## src/hw/rtl/tasg_pkg.sv

```systemverilog
// Shared types and constants for the three-axis step/direction generator.
// No dependencies; imported by tasg_axis and the top level.
package tasg_pkg;

  localparam int PosW     = 16;
  localparam int PeriodW  = 16;
  localparam int ElapsedW = 17;
  localparam int HeightW  = 15;
  localparam int CfgIdxW  = 2;

  localparam logic [ElapsedW-1:0] ElapsedMax = '1;

  localparam logic [PeriodW-1:0] ZPeriodRst       = 16'd1000;
  localparam logic [PeriodW-1:0] PlatterPeriodRst = 16'd12000;
  localparam logic [PeriodW-1:0] TurretPeriodRst  = 16'd10000;
  localparam logic [HeightW-1:0] ZMaxHeightRst    = 15'd12000;

  typedef enum logic [1:0] {
    REQ_TICK        = 2'd0,
    REQ_SET_Z       = 2'd1,
    REQ_SET_PLATTER = 2'd2,
    REQ_SET_TURRET  = 2'd3
  } req_type_e;

  typedef enum logic [CfgIdxW-1:0] {
    CFG_Z_PERIOD       = 2'd0,
    CFG_PLATTER_PERIOD = 2'd1,
    CFG_TURRET_PERIOD  = 2'd2,
    CFG_Z_MAX_HEIGHT   = 2'd3
  } cfg_idx_e;

  // Per-axis command for one processed word.
  typedef struct packed {
    logic tick;
    logic set_goal;
  } axis_ctl_t;

endpackage

```

## src/hw/rtl/tasg_axis.sv

```systemverilog
// One stepper axis: goal, position, elapsed counter and step/dir line state.
// Depends on tasg_pkg.
module tasg_axis import tasg_pkg::*; (
  input  logic                   clk_i,
  input  logic                   rst_ni,
  input  axis_ctl_t              ctl_i,
  input  logic signed [PosW-1:0] goal_i,
  input  logic [PeriodW-1:0]     period_i,
  output logic                   step_o,
  output logic                   dir_o,
  output logic                   done_o,
  output logic signed [PosW-1:0] pos_o
);

  logic signed [PosW-1:0] goal_q, goal_d;
  logic signed [PosW-1:0] now_q, now_d;
  logic [ElapsedW-1:0]    elapsed_q, elapsed_d;
  logic                   step_q, step_d;
  logic                   dir_q, dir_d;

  logic [ElapsedW-1:0] elapsed_inc;
  logic                dir_up;
  logic                fire;

  always_comb begin
    elapsed_inc = (elapsed_q == ElapsedMax) ? elapsed_q : elapsed_q + 1'b1;
    dir_up      = goal_q > now_q;
    fire        = ctl_i.tick && (goal_q != now_q) && (elapsed_inc > {1'b0, period_i});

    goal_d    = goal_q;
    now_d     = now_q;
    elapsed_d = elapsed_q;
    step_d    = step_q;
    dir_d     = dir_q;

    if (ctl_i.set_goal) begin
      goal_d = goal_i;
    end
    if (ctl_i.tick) begin
      elapsed_d = elapsed_inc;
    end
    if (fire) begin
      dir_d     = dir_up;
      elapsed_d = '0;
      step_d    = ~step_q;
      now_d     = dir_up ? now_q + 16'sd1 : now_q - 16'sd1;
    end
  end

  always_ff @(posedge clk_i or negedge rst_ni) begin
    if (!rst_ni) begin
      goal_q    <= '0;
      now_q     <= '0;
      elapsed_q <= '0;
      step_q    <= 1'b0;
      dir_q     <= 1'b0;
    end else begin
      goal_q    <= goal_d;
      now_q     <= now_d;
      elapsed_q <= elapsed_d;
      step_q    <= step_d;
      dir_q     <= dir_d;
    end
  end

  assign step_o = step_q;
  assign dir_o  = dir_q;
  assign done_o = (goal_q == now_q);
  assign pos_o  = now_q;

  // Every position change is one toggle of the step line, and vice versa.
  a_step_tracks_pos: assert property (@(posedge clk_i) disable iff (!rst_ni)
    1'b1 |=> ((now_q != $past(now_q)) == (step_q != $past(step_q))))
    else $error("step toggle and position change out of sync");

  a_idle_at_goal: assert property (@(posedge clk_i) disable iff (!rst_ni)
    (ctl_i.tick && (goal_q == now_q)) |=> ($stable(step_q) && $stable(now_q)))
    else $error("axis stepped while at its goal");

  a_no_tick_no_motion: assert property (@(posedge clk_i) disable iff (!rst_ni)
    !ctl_i.tick |=> ($stable(elapsed_q) && $stable(now_q) && $stable(dir_q)))
    else $error("axis moved without a tick");

endmodule

```

## src/hw/rtl/three_axis_stepper_step_generator_unit.sv

```systemverilog
// Top level of the three-axis step/direction generator (z, platter, turret).
// Depends on tasg_pkg and tasg_axis.
//
// Usage:
//   Slave channel s_axis_*: one word per request. tuser carries the request
//   kind (tick, set z goal, set platter goal, set turret goal), tdata the
//   signed target, ignored on a tick.
//   Master channel m_axis_*: one word per request with the line levels, done
//   flags and positions of all three axes after that request.
//   Config port: cfg_we_i/cfg_idx_i/cfg_wdata_i write the three step periods
//   and the z height clamp; write only while no word is in flight.
// Throughput: one word per cycle while the master side takes results; each
// word goes from the input register through one update of the axis state,
// which doubles as the result register presented on m_axis.
// Stall: while the master side is held, the result holds and the input
// register keeps one more word; s_axis_tready drops only when both are full.
// Reset: goals, positions, counters and lines go to zero, periods and clamp
// to their defaults, both channels empty.
module three_axis_stepper_step_generator_unit import tasg_pkg::*; (
  input  logic               clk_i,
  input  logic               rst_ni,
  input  logic               s_axis_tvalid_i,
  output logic               s_axis_tready_o,
  input  logic [15:0]        s_axis_tdata_i,   // [15:0] target_value
  input  logic [1:0]         s_axis_tuser_i,   // [1:0] req_type
  output logic               m_axis_tvalid_o,
  input  logic               m_axis_tready_i,
  // [0] z_step [1] z_dir [2] platter step line [3] platter direction
  // [4] turret step line [5] turret direction [6] z_done [7] platter_done
  // [8] turret_done [24:9] z_position [40:25] platter_position
  // [56:41] turret_position [63:57] 0
  output logic [63:0]        m_axis_tdata_o,
  input  logic               cfg_we_i,
  input  logic [CfgIdxW-1:0] cfg_idx_i,
  input  logic [PeriodW-1:0] cfg_wdata_i
);

  logic                   in_v_q, in_v_d;
  req_type_e              req_q;
  logic signed [PosW-1:0] tgt_q;
  logic                   out_v_q, out_v_d;
  logic                   accept;
  logic                   adv;

  logic [PeriodW-1:0] z_period_q, platter_period_q, turret_period_q;
  logic [HeightW-1:0] z_max_q;

  logic signed [PosW-1:0] z_goal;
  axis_ctl_t              z_ctl, platter_ctl, turret_ctl;

  logic                   z_step, z_dir, z_done;
  logic                   plat_step, plat_dir, platter_done;
  logic                   turr_step, turr_dir, turret_done;
  logic signed [PosW-1:0] z_pos, platter_pos, turret_pos;

  // Advance the held word into the axis state when the result slot frees up.
  assign adv             = in_v_q && (!out_v_q || m_axis_tready_i);
  assign s_axis_tready_o = !in_v_q || adv;
  assign accept          = s_axis_tvalid_i && s_axis_tready_o;

  always_comb begin
    in_v_d = in_v_q;
    if (accept) begin
      in_v_d = 1'b1;
    end else if (adv) begin
      in_v_d = 1'b0;
    end
    out_v_d = out_v_q;
    if (adv) begin
      out_v_d = 1'b1;
    end else if (m_axis_tready_i) begin
      out_v_d = 1'b0;
    end
  end

  always_ff @(posedge clk_i or negedge rst_ni) begin
    if (!rst_ni) begin
      in_v_q  <= 1'b0;
      out_v_q <= 1'b0;
    end else begin
      in_v_q  <= in_v_d;
      out_v_q <= out_v_d;
    end
  end

  always_ff @(posedge clk_i) begin
    if (accept) begin
      req_q <= req_type_e'(s_axis_tuser_i);
      tgt_q <= s_axis_tdata_i;
    end
  end

  always_ff @(posedge clk_i or negedge rst_ni) begin
    if (!rst_ni) begin
      z_period_q       <= ZPeriodRst;
      platter_period_q <= PlatterPeriodRst;
      turret_period_q  <= TurretPeriodRst;
      z_max_q          <= ZMaxHeightRst;
    end else if (cfg_we_i) begin
      case (cfg_idx_e'(cfg_idx_i))
        CFG_Z_PERIOD:       z_period_q       <= cfg_wdata_i;
        CFG_PLATTER_PERIOD: platter_period_q <= cfg_wdata_i;
        CFG_TURRET_PERIOD:  turret_period_q  <= cfg_wdata_i;
        CFG_Z_MAX_HEIGHT:   z_max_q          <= cfg_wdata_i[HeightW-1:0];
        default: ;
      endcase
    end
  end

  // Clamp z goal to [0, z_max]; a non-negative target fits in HeightW bits.
  always_comb begin
    if (tgt_q[PosW-1]) begin
      z_goal = '0;
    end else if (tgt_q[HeightW-1:0] > z_max_q) begin
      z_goal = {1'b0, z_max_q};
    end else begin
      z_goal = tgt_q;
    end
  end

  always_comb begin
    z_ctl.tick           = adv && (req_q == REQ_TICK);
    z_ctl.set_goal       = adv && (req_q == REQ_SET_Z);
    platter_ctl.tick     = z_ctl.tick;
    platter_ctl.set_goal = adv && (req_q == REQ_SET_PLATTER);
    turret_ctl.tick      = z_ctl.tick;
    turret_ctl.set_goal  = adv && (req_q == REQ_SET_TURRET);
  end

  tasg_axis u_z (
    .clk_i    (clk_i),
    .rst_ni   (rst_ni),
    .ctl_i    (z_ctl),
    .goal_i   (z_goal),
    .period_i (z_period_q),
    .step_o   (z_step),
    .dir_o    (z_dir),
    .done_o   (z_done),
    .pos_o    (z_pos)
  );

  tasg_axis u_platter (
    .clk_i    (clk_i),
    .rst_ni   (rst_ni),
    .ctl_i    (platter_ctl),
    .goal_i   (tgt_q),
    .period_i (platter_period_q),
    .step_o   (plat_step),
    .dir_o    (plat_dir),
    .done_o   (platter_done),
    .pos_o    (platter_pos)
  );

  tasg_axis u_turret (
    .clk_i    (clk_i),
    .rst_ni   (rst_ni),
    .ctl_i    (turret_ctl),
    .goal_i   (tgt_q),
    .period_i (turret_period_q),
    .step_o   (turr_step),
    .dir_o    (turr_dir),
    .done_o   (turret_done),
    .pos_o    (turret_pos)
  );

  // Axis state changes only on adv, which also loads the result word, so the
  // state registers hold exactly the word being presented.
  assign m_axis_tvalid_o = out_v_q;
  assign m_axis_tdata_o  = {7'd0, turret_pos, platter_pos, z_pos,
                            turret_done, platter_done, z_done,
                            turr_dir, turr_step, plat_dir, plat_step,
                            z_dir, z_step};

  a_fill_empty_slot: assert property (@(posedge clk_i) disable iff (!rst_ni)
    (in_v_q && !out_v_q) |=> out_v_q)
    else $error("held word not moved into empty result slot");

  a_ready_only_when_full: assert property (@(posedge clk_i) disable iff (!rst_ni)
    !s_axis_tready_o |-> (in_v_q && out_v_q && !m_axis_tready_i))
    else $error("input stalled with room in the pipeline");

  a_hold_while_stalled: assert property (@(posedge clk_i) disable iff (!rst_ni)
    (out_v_q && !m_axis_tready_i) |=> (out_v_q && $stable(m_axis_tdata_o)))
    else $error("result word changed while stalled");

endmodule
```

## config.mk

```make
export PLATFORM = sky130hd
export DESIGN_NAME = three_axis_stepper_step_generator_unit
export DESIGN_NICKNAME = d
export VERILOG_FILES = /design/src/hw/rtl/tasg_pkg.sv /design/src/hw/rtl/tasg_axis.sv /design/src/hw/rtl/three_axis_stepper_step_generator_unit.sv
export SDC_FILE = /design/constraint.sdc
export NUM_CORES = 1
export LEC_CHECK = 0
export ABC_AREA = 1
export BUFFER_PORTS_ARGS = -buffer_cell sky130_fd_sc_hd__buf_2
export CAP_MARGIN = 20
export CORE_MARGIN = 4
export CORE_UTILIZATION = 44
export CTS_BUF_LIST = sky130_fd_sc_hd__clkbuf_4 sky130_fd_sc_hd__clkbuf_8
export DETAILED_ROUTE_END_ITERATION = 8
export GPL_TIMING_DRIVEN = 0
export SYNTH_ARGS = -nofsm -noshare
export SYNTH_HDL_FRONTEND = slang
export SYNTH_SLANG_ARGS = --single-unit
```

## constraint.sdc

```tcl
create_clock -name clk_i -period 4.6 [get_ports clk_i]
set_input_delay 0.23 -clock clk_i [delete_from_list [all_inputs] [get_ports clk_i]]
set_output_delay 0.23 -clock clk_i [all_outputs]
set_load 0.005 [all_outputs]
```

==> results of run 1 <==
## what timing repair did
action                                  4_1_cts  5_1_grt
resized for setup                             0        1
endpoints found under the setup margin        0        1
hold buffers                                 23        0
hold endpoints to repair                    123        0
## through the flow
step           worst slack (ps)  util, %  instance area (µm²)  hold WS, ps
3_5_place_dp              454.3    48.23                16780        349.9
4_1_cts                   433.8    51.64                17970        17.77
6_report                  505.5    51.67                17980        52.15
5_1_grt                   63.02    51.67                17980        41.30
2_1_floorplan              1233        -                15670       -65.59
3_3_place_gp             -651.9    48.10                16740        408.7
## kinds of logic after synthesis
logic type               Yosys count
AO/OA/AOI/OAI                    347
buffers and inverters            364
adder cells (fa/ha/maj)          158
flip-flops                       235
other                              1
XOR/XNOR                          73
AND/OR/NAND/NOR                  867
## worst max path at each step
stage | from | endpoint | slack (ps) | depth (start not counted)
final | u_platter.pos_o[15] | u_platter.pos_o[15] | 510 | 20
after global routing | u_platter.pos_o[1] | u_platter.pos_o[15] | 60 | 23
after CTS | u_turret.pos_o[10] | u_turret.pos_o[15] | 430 | 20
after detailed placement | u_turret.pos_o[10] | u_turret.pos_o[15] | 450 | 20
after global placement | rst_ni | u_platter.elapsed_q[4] | -650 | 1
after floorplan | u_turret.pos_o[15] | u_turret.pos_o[15] | 1230 | 18
## final cells by class
class | instances | area [µm²]
flip-flops and latches | 235 | 6002
plain buffers | 68 | 407.9
well taps | 455 | 569.3
fillers | 3420 | 16820
clock inverters | 15 | 143.9
clock buffers | 65 | 813.3
inverters | 296 | 1111
multi-input cells | 1452 | 8158
repair buffers | 125 | 775.7
## worst min-delay path: cells and delay by family
kind	cells	cell delay, ps
buffers and inverters	2	250
AOI/OAI and AO/OA	1	120
## cells in the final DEF, fill, tap and decap left out, types with 13 or more instances in the layout
cell / netlist / final
a21oi_1: 124 / 124
buf_2: 5 / 104
buf_4: 17 / 18
clkbuf_1: 34 / 34
clkbuf_4: 0 / 13
clkbuf_8: 0 / 52
dfrtp_1: 192 / 192
dfstp_2: 25 / 25
dlygate4sd3_1: 0 / 23
edfxtp_1: 18 / 18
ha_1: 155 / 155
inv_1: 288 / 288
nand2_1: 596 / 596
nand3_1: 72 / 71
nand4_1: 26 / 26
nor2_1: 103 / 103
nor3_1: 26 / 26
o21ai_0: 148 / 148
o21ai_1: 29 / 29
o22ai_1: 14 / 14
xnor2_1: 25 / 25
xor2_1: 48 / 48
## cells in the mapped netlist (all sizes together) (27+ instances only)
cell type / instances
inv: 296
o21ai: 178
nor2: 112
nand2: 605
a21oi: 126
nand4: 27
xor2: 48
nand3: 77
ha: 155
clkbuf: 34
buf: 34
dfrtp: 192
nor3: 28
## where the power goes
group | internal (mW) | leakage, nW | switching (mW)
sequential | 2.47 | 2.97 | 0.323
clock | 1.30 | 0.511 | 0.911
combinational | 1.30 | 6.01 | 1.96
total | 5.07 | 9.49 | 3.19
## layer usage
| metal | global-route usage [%] | part of all wire [%] |
|---|---|---|
| met5 | 0 | 0 |
| met4 | 5.110 | 1.9 |
| met3 | 3.094 | 4.6 |
| met2 | 35.33 | 46 |
| met1 | 29.68 | 47 |
## sequential cells by signal (all words and copies together) (netlist names), 2 cells and up
| name | flops |
|---|---|
| u_platter.elapsed_q | 17 |
| req_q | 2 |
| u_turret.goal_q | 16 |
| z_max_q | 15 |
| u_z.pos_o | 16 |
| u_z.elapsed_q | 17 |
| u_turret.pos_o | 16 |
| u_turret.elapsed_q | 17 |
| u_platter.goal_q | 16 |
| z_period_q | 16 |
| platter_period_q | 16 |
| u_platter.pos_o | 16 |
| u_z.goal_q | 15 |
| turret_period_q | 16 |
| tgt_q | 16 |
==> metrics.cfg, run 1 <==
[outcome]
outcome = completed

[worst_setup_path]
end_kind = flop
rrSetupSlack_ps = 510
cp_common_cell = nand2_1
cp.required_ps = 5040
critPathKind = reg -> reg
critPathMaxStageDelay_ps = 600
worst_path_max_delay_cell = ha_1
path_delay_family = compound AO/OA/AOI/OAI gates
arrival_ps = 4540
r2r_cells = 20
crit_buf_inv = 2
crit_fanout = 16
worstReg2RegEnd = u_platter.pos_o[15]
cp-start-kind = flop
r2r_start = u_platter.pos_o[15]
crit_chain = inv_1, ha_1, nand2_1, o21bai_1, nand2_1, a21oi_1, nand2_1, nand2_1, nand3_1, ha_1, a21oi_1, nand2_1, a21boi_0, o21ai_0, a21oi_1, inv_1, nand2_1, nand2_1, nand2_1, nand2_1

[clocking]
cts_root_buf = clkbuf_8
clockBufferDepth = 3
cts_made_buffers = 44
cts.reportedPaths.clkPinSlew_ps = 60
clock_latency_ps = 560
cts_setup_buffers = 0
cts.sinks = 235
cts_tree = yes
cts_max_level = 2

[pwr]
power_per_cell_area_nw_per_um2 = 459.3
power_mw = 8.259
max-vdd-ir-drop_uv = 276.3
p_leak_nw = 9.486

[flow_run]
drv_cap = 0

[sta]
setup_viol = 0
period_share_pct = 89.01
setup_tns_ps = 0
max_slew_margin_pct = 25.47
slew_viol_final = 0
worst_pin_slew_ps = 1109
hold_violations = 0
fmax_ghz = 0.2442
rsz0062_at_grt = no
period_needed_ps = 4095
clock_skew_ps = 21.67

[global_route]
grt_pass1_wl_um = 67500
first_global_vias = 13110
grt_usage_pct = 21.30
grt_max_degree = 116
gr-total-overflow = 0
grt_antenna_before_repair = 0

[layout]
drive_gt1_share_pct = 12.37
final_cells = 2711
n_antenna_cell = 0
nets = 2421
syn2layout_area_growth_pct = 14.89

[synthesis]
synth_top_family_by_area = simple AND/OR/NAND/NOR gates
syn_area_um2 = 15650
yosysUniqueCellTypes = 52
muxShareOfSynthArea_pct = 0
syn_avg_cell_area_um2 = 7.653
seq_area_frac_synth_pct = 38.35
synth_edf_count = 18
synth-main-ff-cell = dfrtp_1
synth_top_area_share_pct = 30.70
synth_fa_ha_area_share_pct = 12.77
synth_top_area_cell = dfrtp_1
yosysWarnings = 0
syn_inst = 2045
synth-simple-area-share_pct = 23.11
ys_ff_latch = 235
synth_compound_area_share_pct = 11.95
synth_area_leaders = dfrtp_1 31%, nand2_1 14%, ha_1 12%, inv_1 6.9%, o21ai_0 4.7%
yosys.area_share.xor_xnor_pct = 4.085
synth-async-reset-ratio_pct = 92.34

[floorplan]
ios = 107
die_width_um = 196.6
start_util_pct = 44.98
die_area_um2 = 38650
coreArea_um2 = 34800
die_h_um = 196.6
rows = 68

[min_path]
holdPathEnd = z_max_q[11]
holdCritStartpoint = cfg_wdata_i[11]
hp-class = in -> reg
worstHoldPathCells = 3

[place]
io_buffers = 99
dp_hpwl_um = 31510
post-place-cells = 2607
gp_congestion = 0.8750

[routing]
routed_wl_um = 41410
vias_per_cell = 5.022
wire_per_inst_um = 15.27
drc = 0
vias = 13610
drt_iter0_drc = 744
drt_first_pass_iters = 5
drt.antenna.violating_nets = 0

No activity file was read; power rests on OpenSTA's default activity.
==> run 2: changes to the inputs <==
ABC_AREA = not set   (was 1)
==> run 2 against run 1 <==
Against the previous run:
- die area is 5.4% lower
- combinational power is 24% higher
- cell count is 20% lower
- sequential power hardly changed
- routed wire length is 7.6% lower
==> metrics.cfg, run 2 <==
[sta]
worst_pin_slew_ps = 898.2
timing.final.ws_setup_ps = 277.5
clock_skew_ps = 29.14
max_slew_margin_pct = 39.80
holdWs_ps = 43.34
period_share_pct = 93.97
slew_viol_final = 0
period_needed_ps = 4322
setup_viol = 0
hold_violations = 0
fmax_ghz = 0.2313
rsz0062_at_grt = no

[layout]
syn2layout_area_growth_pct = 18.06
layout_common_cells = 190 x dfrtp_1, 153 x ha_1, 152 x nand2_1
post-route-util_pct = 53.08
n_antenna_cell = 0
nets = 1896
layout_commonest_cell = dfrtp_1
final_cells = 2174
design_area_um2 = 17450
drive_gt1_share_pct = 22.11
reg_top3 = u_platter.elapsed_q: 17 flops, u_turret.elapsed_q: 17 flops, u_z.elapsed_q: 17 flops

[clocking]
cts_max_level = 2
cts.reportedPaths.clkPinSlew_ps = 70
clockBufferDepth = 3
cts_root_buf = clkbuf_8
clock_latency_ps = 560
cts_made_buffers = 43
cts.sinks = 235
cts_tree = yes

[routing]
vias_per_cell = 5.328
drt.antenna.violating_nets = 0
vias = 11580
drt_first_pass_iters = 5
drc = 0
wire_per_inst_um = 17.60
drt_iter0_drc = 662
routed_wl_um = 38260

[synthesis]
syn_inst = 1500
seq_area_frac_synth_pct = 40.61
synth_edf_count = 18
yosysUniqueCellTypes = 75
ys_top_cells_by_count = 192 x dfrtp_1, 155 x ha_1, 152 x nand2_1, 134 x inv_1, 101 x o21ai_0
syn_area_um2 = 14780
syn_avg_cell_area_um2 = 9.852
yosysWarnings = 0
synth_area_leaders = dfrtp_1 33%, ha_1 13%, mux2_2 6.4%, dfstp_2 4.4%, nand2_1 3.9%
synth-async-reset-ratio_pct = 92.34
synth_top_area_share_pct = 32.51
yosysMostFrequentCell = dfrtp_1
synth_top_area_cell = dfrtp_1
ys_ff_latch = 235
synth-main-ff-cell = dfrtp_1

[place]
io_buffers = 99
dpl_cell_area_um2 = 15900
dp_hpwl_um = 28430
post-place-cells = 2049
gp_congestion = 0.8487
place_ws_ps = -477.0

[global_route]
first_global_vias = 11700
grt_usage_pct = 21.25
grt_pass1_wl_um = 62590
grt_max_degree = 113
gr-total-overflow = 0
grt_antenna_before_repair = 1

[outcome]
outcome = completed

[worst_setup_path]
cp-start-kind = flop
end_kind = flop
critPathKind = reg -> reg
arrival_ps = 4730
crit_fanout = 10
cp.required_ps = 5010
rrSetupSlack_ps = 280

[pwr]
max-vdd-ir-drop_uv = 486.4
p_leak_nw = 8.405
power_per_cell_area_nw_per_um2 = 519.9

[floorplan]
start_util_pct = 44.96
rows = 66
die_h_um = 191.3
die_width_um = 191.3
die_area_um2 = 36580
coreArea_um2 = 32870
ios = 107

[flow_run]
drv_cap = 0

[min_path]
hp-class = in -> reg

run 2: area by class of cell:
type	instances	area (µm²)
Sequential cell	235	6005
Clock inverter	16	187.7
Timing Repair Buffer	147	979.7
Tap cell	442	553.0
Buffer	62	337.8
Clock buffer	64	805.8
Fill cell	3052	15420
Multi-Input combinational cell	1074	8073
Inverter	134	505.5
run 2: cell families (layout without fill, tap and decap cells):
family | count (synthesis) | count (layout) | synth area share (%)
simple gates | 390 | 390 | 13.06
xor+xnor | 85 | 85 | 5.038
buf+inv | 197 | 423 | 5.690
other cells | 1 | 7 | 0.02538
mux | 106 | 106 | 7.891
compound gates | 328 | 328 | 14.16
fa+ha+maj | 158 | 158 | 13.53
flops | 235 | 235 | 40.61
run 2: stage by stage:
step | setup TNS [ps] | power, mW
2_1_floorplan | 0 | 5.739
3_3_place_gp | -125980 | 6.529
3_5_place_dp | -2581 | 6.658
4_1_cts | 0 | 9.038
5_1_grt | 0 | 9.805
6_report | 0 | 9.071
run 2: routing by layer:
metal	wire (µm)	vias up	GRT usage [%]
met3	1689	68	3.086
met4	847	0	5.912
li1	-	5704	-
met1	18290	5545	30.51
met5	0	-	0
met2	17440	266	33.68
run 2: report_power, final:
group	internal (mW)	switching, mW
Combinational	1.87	2.15
Sequential	2.47	0.289
Clock	1.36	0.933
run 2: worst paths after layout:
kind	from	cells after the start	to
max	u_turret.elapsed_q[0]	19	u_turret.elapsed_q[6]
min reg2reg	u_turret.step_o	1	u_turret.step_o
min	cfg_wdata_i[1]	3	z_period_q[1]
min in group asynchronous	rst_ni	2	u_platter.pos_o[10]
max reg2reg	u_turret.elapsed_q[0]	19	u_turret.elapsed_q[6]
max in group asynchronous	rst_ni	3	u_platter.elapsed_q[16]
run 2: what timing repair did:
| action | in CTS | in global routing |
|---|---|---|
| buffers inserted | 0 | 10 |
| pin swaps | 0 | 5 |
| resized for setup | 7 | 26 |
| setup endpoints to repair | 9 | 67 |
| hold endpoints to repair | 140 | 0 |
| hold buffers | 36 | 0 |
| cloned | 0 | 0 |
run 2: critical path, stage by stage, from the launching register on:
cell and delay (ps):
dfrtp_1 420, ha_1 200, nand2_1 120, nand4b_1 250
o21ai_2 330, nor2_1 140, and3_1 260, and3_1 190
buf_2 150, xor2_1 160, ha_1 320, nand4_1 90
nor2_1 160, a221o_1 170, a21oi_1 80, o21ai_2 410
buf_2 370, a21oi_1 60, o21ai_0 180, o31ai_1 110
